$ cat config.mk
export PLATFORM = sky130hd
export DESIGN_NAME = halfpel_motion_compensation_core
export DESIGN_NICKNAME = d
export VERILOG_FILES = /design/src/hw/rtl/hpmc_pkg.sv /design/src/hw/rtl/hpmc_lane.sv /design/src/hw/rtl/hpmc_line_store.sv /design/src/hw/rtl/halfpel_motion_compensation_core.sv
export SDC_FILE = /design/constraint.sdc
export NUM_CORES = 1
export LEC_CHECK = 0
export ABC_AREA = 0
export BUFFER_PORTS_ARGS = -buffer_cell sky130_fd_sc_hd__clkbuf_2
export CAP_MARGIN = 10
export CELL_PAD_IN_SITES_DETAIL_PLACEMENT = 1
export CELL_PAD_IN_SITES_GLOBAL_PLACEMENT = 2
export CORE_UTILIZATION = 43
export CTS_CLUSTER_SIZE = 40
export DETAILED_ROUTE_END_ITERATION = 10
export PLACE_DENSITY = 0.95
export SETUP_SLACK_MARGIN = 0.4
export SYNTH_ARGS = -nofsm -noshare
export SYNTH_HDL_FRONTEND = slang
export SYNTH_SLANG_ARGS = --single-unit
$ cat constraint.sdc
create_clock -name clk -period 10.8 [get_ports clk]
set_clock_uncertainty 0.05 [all_clocks]
set_input_delay 2.16 -clock clk [delete_from_list [all_inputs] [get_ports clk]]
set_output_delay 2.16 -clock clk [all_outputs]
set_load 0.05 [all_outputs]
$ cat src/hw/rtl/hpmc_pkg.sv
// package: shared types and constants for the half-pel motion compensation core
package hpmc_pkg;

  localparam int PIX_W   = 8;
  localparam int LANES   = 8;
  localparam int ROW_W   = PIX_W * (LANES + 1);
  localparam int CHUNK_W = PIX_W * LANES;
  localparam int CFG_IDX_W = 2;

  // configuration register indexes
  localparam logic [CFG_IDX_W-1:0] REG_AVG_MODE = 2'd0;
  localparam logic [CFG_IDX_W-1:0] REG_HALF_X   = 2'd1;
  localparam logic [CFG_IDX_W-1:0] REG_HALF_Y   = 2'd2;

  typedef struct packed {
    logic avg_mode;
    logic half_x;
    logic half_y;
  } hpmc_mode_t;

endpackage

$ cat src/hw/rtl/hpmc_lane.sv
// module: one pixel lane, half-pel interpolation and optional averaging
module hpmc_lane (
  input  hpmc_pkg::hpmc_mode_t            mode,
  input  logic [hpmc_pkg::PIX_W-1:0]      cur_a,
  input  logic [hpmc_pkg::PIX_W-1:0]      cur_b,
  input  logic [hpmc_pkg::PIX_W-1:0]      up_a,
  input  logic [hpmc_pkg::PIX_W-1:0]      up_b,
  input  logic [hpmc_pkg::PIX_W-1:0]      pred,
  output logic [hpmc_pkg::PIX_W-1:0]      res
);

  logic [hpmc_pkg::PIX_W:0]   sum_h;
  logic [hpmc_pkg::PIX_W:0]   sum_v;
  logic [hpmc_pkg::PIX_W+1:0] sum_d;
  logic [hpmc_pkg::PIX_W:0]   sum_p;
  logic [hpmc_pkg::PIX_W-1:0] interp;

  always_comb begin
    sum_h = {1'b0, cur_a} + {1'b0, cur_b} + 9'd1;
    sum_v = {1'b0, up_a} + {1'b0, cur_a} + 9'd1;
    sum_d = {2'b00, up_a} + {2'b00, up_b} + {2'b00, cur_a} + {2'b00, cur_b} + 10'd2;
    if (mode.half_x && mode.half_y) begin
      interp = sum_d[hpmc_pkg::PIX_W+1:2];
    end else if (mode.half_x) begin
      interp = sum_h[hpmc_pkg::PIX_W:1];
    end else if (mode.half_y) begin
      interp = sum_v[hpmc_pkg::PIX_W:1];
    end else begin
      interp = cur_a;
    end
    sum_p = {1'b0, interp} + {1'b0, pred} + 9'd1;
    res   = mode.avg_mode ? sum_p[hpmc_pkg::PIX_W:1] : interp;
  end

endmodule

$ cat src/hw/rtl/hpmc_line_store.sv
// module: previous-row line store, one entry per chunk position
module hpmc_line_store #(
  parameter int DEPTH  = 2,
  parameter int ADDR_W = 1
) (
  input  logic                          clk,
  input  logic                          we,
  input  logic [ADDR_W-1:0]             addr,
  input  logic [hpmc_pkg::ROW_W-1:0]    wdata,
  output logic [hpmc_pkg::ROW_W-1:0]    rdata
);

  logic [hpmc_pkg::ROW_W-1:0] rows [DEPTH];

  // read before write: the current chunk sees the row above
  assign rdata = rows[addr];

  always_ff @(posedge clk) begin
    if (we) begin
      rows[addr] <= wdata;
    end
  end

endmodule

$ cat src/hw/rtl/halfpel_motion_compensation_core.sv
// module: top level of the half-pel motion compensation core
//
// usage:
//   input stream (s_*): one beat per 8-pixel reference chunk. s_tdata carries
//   the eight reference pixels, the pixel right of the chunk and the eight
//   existing prediction pixels; s_tuser carries chunk position and the
//   first-row flag; s_tlast marks the final row of the block.
//   output stream (m_*): one beat per predicted chunk, m_tuser echoes the
//   chunk position, m_tlast marks the last chunk of the block.
//   config port: cfg_we/cfg_index/cfg_data write avg_mode, half_x, half_y;
//   write only while the core is idle.
// timing:
//   an accepted input beat appears as an output beat in the cycle after; eight
//   pixel lanes work in parallel and the line store is read and written in the
//   same cycle, so one chunk is taken every cycle while s_tready is high.
//   in vertical modes a first-row beat only fills the line store, no output.
// reset: clears the mode registers and the output valid; the line store is
//   not cleared; the user must write rows before they are read (unchecked).
// stall: the output register holds its beat while m_tready is low, and
//   s_tready drops only when that register is full and not being drained.
module halfpel_motion_compensation_core #(
  parameter int CHUNKS_PER_ROW = 2
) (
  input  logic                                clk,
  input  logic                                rst,
  // config write port
  input  logic                                cfg_we,
  input  logic [hpmc_pkg::CFG_IDX_W-1:0]      cfg_index,
  input  logic                                cfg_data,
  // input stream
  input  logic                                s_tvalid,
  output logic                                s_tready,
  // [63:0] ref_pixels, [71:64] ref_right_pixel, [135:72] pred_pixels
  input  logic [135:0]                        s_tdata,
  // [0] chunk_index, [1] first_row
  input  logic [1:0]                          s_tuser,
  input  logic                                s_tlast,
  // output stream
  output logic                                m_tvalid,
  input  logic                                m_tready,
  // [63:0] result_pixels
  output logic [hpmc_pkg::CHUNK_W-1:0]        m_tdata,
  // [0] result_chunk
  output logic                                m_tuser,
  output logic                                m_tlast
);

  localparam int SLOT_W = (CHUNKS_PER_ROW > 1) ? $clog2(CHUNKS_PER_ROW) : 1;

  hpmc_pkg::hpmc_mode_t mode;

  logic                            accept;
  logic                            produce;
  logic                            chunk_index;
  logic                            first_row;
  logic                            eob;
  logic [SLOT_W-1:0]               slot;
  logic [hpmc_pkg::ROW_W-1:0]      cur_row;
  logic [hpmc_pkg::ROW_W-1:0]      up_row;
  logic [hpmc_pkg::CHUNK_W-1:0]    pred_pixels;
  logic [hpmc_pkg::CHUNK_W-1:0]    lane_res;

  logic                            out_valid;
  logic [hpmc_pkg::CHUNK_W-1:0]    out_data;
  logic                            out_chunk;
  logic                            out_last;

  // mode registers
  always_ff @(posedge clk) begin
    if (rst) begin
      mode <= '0;
    end else if (cfg_we) begin
      case (cfg_index)
        hpmc_pkg::REG_AVG_MODE: mode.avg_mode <= cfg_data;
        hpmc_pkg::REG_HALF_X:   mode.half_x   <= cfg_data;
        hpmc_pkg::REG_HALF_Y:   mode.half_y   <= cfg_data;
        default: ;
      endcase
    end
  end

  // unpack the input beat
  assign cur_row     = s_tdata[hpmc_pkg::ROW_W-1:0];
  assign pred_pixels = s_tdata[135:hpmc_pkg::ROW_W];
  assign chunk_index = s_tuser[0];
  assign first_row   = s_tuser[1];
  assign slot        = (CHUNKS_PER_ROW > 1) ? SLOT_W'(chunk_index) : '0;

  assign s_tready = !out_valid || m_tready;
  assign accept   = s_tvalid && s_tready;
  // first row in vertical mode only primes the line store
  assign produce  = !(mode.half_y && first_row);
  assign eob      = s_tlast && ((int'(chunk_index) + 1) >= CHUNKS_PER_ROW);

  hpmc_line_store #(
    .DEPTH  (CHUNKS_PER_ROW),
    .ADDR_W (SLOT_W)
  ) u_store (
    .clk   (clk),
    .we    (accept),
    .addr  (slot),
    .wdata (cur_row),
    .rdata (up_row)
  );

  // eight lanes, each sees its pixel and the right neighbour
  for (genvar i = 0; i < hpmc_pkg::LANES; i++) begin : g_lane
    hpmc_lane u_lane (
      .mode  (mode),
      .cur_a (cur_row[hpmc_pkg::PIX_W*i +: hpmc_pkg::PIX_W]),
      .cur_b (cur_row[hpmc_pkg::PIX_W*(i+1) +: hpmc_pkg::PIX_W]),
      .up_a  (up_row[hpmc_pkg::PIX_W*i +: hpmc_pkg::PIX_W]),
      .up_b  (up_row[hpmc_pkg::PIX_W*(i+1) +: hpmc_pkg::PIX_W]),
      .pred  (pred_pixels[hpmc_pkg::PIX_W*i +: hpmc_pkg::PIX_W]),
      .res   (lane_res[hpmc_pkg::PIX_W*i +: hpmc_pkg::PIX_W])
    );
  end

  // merge stage: lanes gathered into the output register
  always_ff @(posedge clk) begin
    if (rst) begin
      out_valid <= 1'b0;
    end else if (accept) begin
      out_valid <= produce;
    end else if (m_tready) begin
      out_valid <= 1'b0;
    end
  end

  always_ff @(posedge clk) begin
    if (accept) begin
      out_data  <= lane_res;
      out_chunk <= chunk_index;
      out_last  <= eob;
    end
  end

  assign m_tvalid = out_valid;
  assign m_tdata  = out_data;
  assign m_tuser  = out_chunk;
  assign m_tlast  = out_last;

endmodule

==> results.json <==
{
  "min_path_type": "reg -> reg",
  "worst_setup_path_end_kind": "flop",
  "cts.sinks": 214,
  "synth-seq-cells": 214,
  "worstMarginPinSlew_ns": 1.06,
  "core-area_um2": 53000,
  "synthFlopType": "edfxtp_1",
  "fp.dieH_um": 235,
  "p_sw_share_pct": 41.1,
  "async_flop_share_pct": 0,
  "synth_top_area_cell": "edfxtp_1",
  "clkPwrFrac_pct": 24.6,
  "die_area_um2": 55100,
  "antenna_found_initial": 4,
  "fin_crit_sh_pct": 76.5,
  "grt_pass1_wl_mm": 125,
  "max_freq_ghz": 0.121,
  "yosysTopAreaCellShare_pct": 27.1,
  "fin_setup_tns_ns": 0,
  "power_density_nw_per_um2": 147,
  "max-cap-violations": 0,
  "synth_edf_count": 210,
  "final-hold-violation-count": 0,
  "port_buffers": 214,
  "final_cell_area_um2": 26000,
  "ant_nets": 0,
  "cts_tree": "built",
  "max-vdd-ir-drop_v": 0.000114,
  "grt_max_degree": 75,
  "post_cts.repair.setup_buffers": 0,
  "overflow": 0,
  "drt_wl_total_mm": 81.4,
  "pin_count": 215,
  "start_kind": "input port",
  "num_vias": 19900,
  "power_frac_seq_pct": 26.1,
  "clk_pin_slew_ns": 0.06,
  "htreeDepth": 1,
  "pwr-share-comb_pct": 49.3,
  "cts_root_buffer": "clkbuf_16",
  "slew_viol_final": 0,
  "die_w_um": 235,
  "synth_nets": 2922,
  "place_area_um2": 25100,
  "intPower_w": 0.00226,
  "ys_seq_area_share_pct": 27.4,
  "insertion_delay_ns": 0.59,
  "place_congestion": 0.917,
  "synth_most_common_cell": "ha_1",
  "synth.distinct_cells": 82,
  "start_util_pct": 43.9,
  "p_leak_nw": 11.7,
  "syn_avg_cell_area_um2": 9.83,
  "status": "finished, final reports clean",
  "synthTopCellsByArea": "edfxtp_1 (27%), ha_1 (17%), fa_1 (7.6%)",
  "critPathMaxFanout": 40,
  "path_class": "in -> reg",
  "ys_warn_count": 0,
  "slew_headroom_pct": 29.0,
  "cts_buffer_depth": 3,
  "grt_pass1_vias": 21200,
  "rsz0062_at_grt": "false",
  "cts_resized": 0,
  "ctsHoldBuffers": 0,
  "dp_hpwl_mm": 63.7,
  "grt_usage_pct": 29.2,
  "wl_per_cell_um": 24.8,
  "firstDrtPassIters": 7,
  "area_growth_pct": 11.8,
  "cp_data_arrival_time_ns": 8.54,
  "nNetsFinal": 3128,
  "switchingPower_w": 0.00157,
  "drc": 0,
  "syn_area_um2": 23300,
  "yosys-top-cells-count": "ha_1 (320), inv_1 (270), edfxtp_1 (210), a21oi_1 (186), o21ai_0 (133)",
  "critPathRequiredTime_ns": 11.08,
  "cts_buffers": 27,
  "fp-row-count": 84,
  "synthCells": 2367,
  "final-setup-viol-count": 0,
  "post_drt_via_cell_ratio": 6.06,
  "drive_gt1_share_pct": 15.9,
  "drtIter0Drc": 1463,
  "min_period_ns": 8.26
}
==> state kept, by name, indices dropped and copies added, names as in the netlist <==
signal	count
u_store.rows	144
m_tdata	64
mode	3
m_tlast	1
m_tuser	1
m_tvalid	1
==> metrics by stage <==
| stage | hold slack (ns) | std cells | setup slack (ns) | util (%) | power [W] |
|---|---|---|---|---|---|
| after floorplan | 0.666 | 2367 | 2.64 | - | 0.00234 |
| after global placement | 0.511 | 3231 | 2.25 | 47.4 | 0.00277 |
| after detailed placement | 0.540 | 3231 | 2.06 | 47.4 | 0.00286 |
| after CTS | 0.570 | 3279 | 2.63 | 49.1 | 0.00382 |
| after global routing | 0.585 | 3280 | 2.23 | 49.1 | 0.00405 |
| final | 0.570 | 3284 | 2.54 | 49.1 | 0.00383 |
==> path summary, 6_finish.rpt <==
kind	startpoint	endpoint	slack, ns	cells after the start
min	m_tvalid	m_tvalid	0.57	2
max	s_tuser[0]	m_tdata[54]	2.54	24
min reg2reg	m_tvalid	m_tvalid	0.57	2
max reg2reg	u_store.rows[1][49]	m_tdata[54]	4.44	23
==> critical path, stage by stage <==
cell and delay, ns:
buf_4 0.50, mux2i_1 0.54, inv_1 0.27, ha_1 0.34
a21o_1 0.18, a21oi_1 0.31, o21ai_0 0.15, a21oi_1 0.25
xor2_1 0.12, fa_1 0.51, inv_1 0.06, ha_1 0.19
nor3_1 0.25, o21ai_0 0.36, and3_1 0.31, o21ai_0 0.23
o311a_1 0.34, ha_1 0.30, a21oi_1 0.23, nor2b_1 0.08
o21ai_0 0.13, o311ai_0 0.20, xor2_1 0.19, a22o_1 0.25
==> routing by layer <==
layer	track usage [%]	routed length (um)	vias up
met5	0	39	-
met4	7.78	2110	6
met3	4.19	5520	132
met2	47.5	37000	676
met1	40.5	36800	10100
li1	-	-	9033
==> cell usage in the layout (no fill, tap or decap), types with 18 or more instances in the layout <==
master / count
xor2_1: 105
nor3_1: 30
o21ai_0: 133
clkbuf_16: 27
nand2_1: 94
nand3b_1: 18
a21oi_1: 186
mux2_2: 91
o21bai_1: 18
nand2b_1: 42
nor2_1: 117
edfxtp_1: 210
a211oi_1: 24
mux2i_1: 22
nor2b_1: 33
mux4_2: 18
nand3_1: 29
a21o_1: 93
xnor2_1: 101
fa_1: 88
ha_1: 320
clkbuf_2: 213
inv_1: 270
a31oi_1: 25
==> logic make-up after synthesis <==
group,synth area share (%)
AOI/OAI and AO/OA,17.7
DFF,27.4
xor gates and xnor gates,7.75
and+or+nand+nor,9.60
buffers and inverters,5.41
muxes,7.35
adders and majority gates,24.8
==> final cells by class <==
type                       count  area [um2]
antenna                        4        10.0
clock buffer                  34         732
clock inverter                14         160
fill                        6113       26900
inverter                     271        1020
multi-input combinational   1829       15700
sequential                   214        6390
tap                          688         861
timing repair buffer         230        1200
==> power by group through the flow <==
stage / Sequential (W) / Clock [W] / Combinational [W]
after floorplan: 0.00109 / 0 / 0.00125
after global placement: 0.00101 / 0 / 0.00175
after detailed placement: 0.00102 / 0 / 0.00184
after CTS: 0.00100 / 0.000955 / 0.00187
after global routing: 0.00100 / 0.000978 / 0.00207
final: 0.000999 / 0.000944 / 0.00189
(Power assumes the default switching activity.)
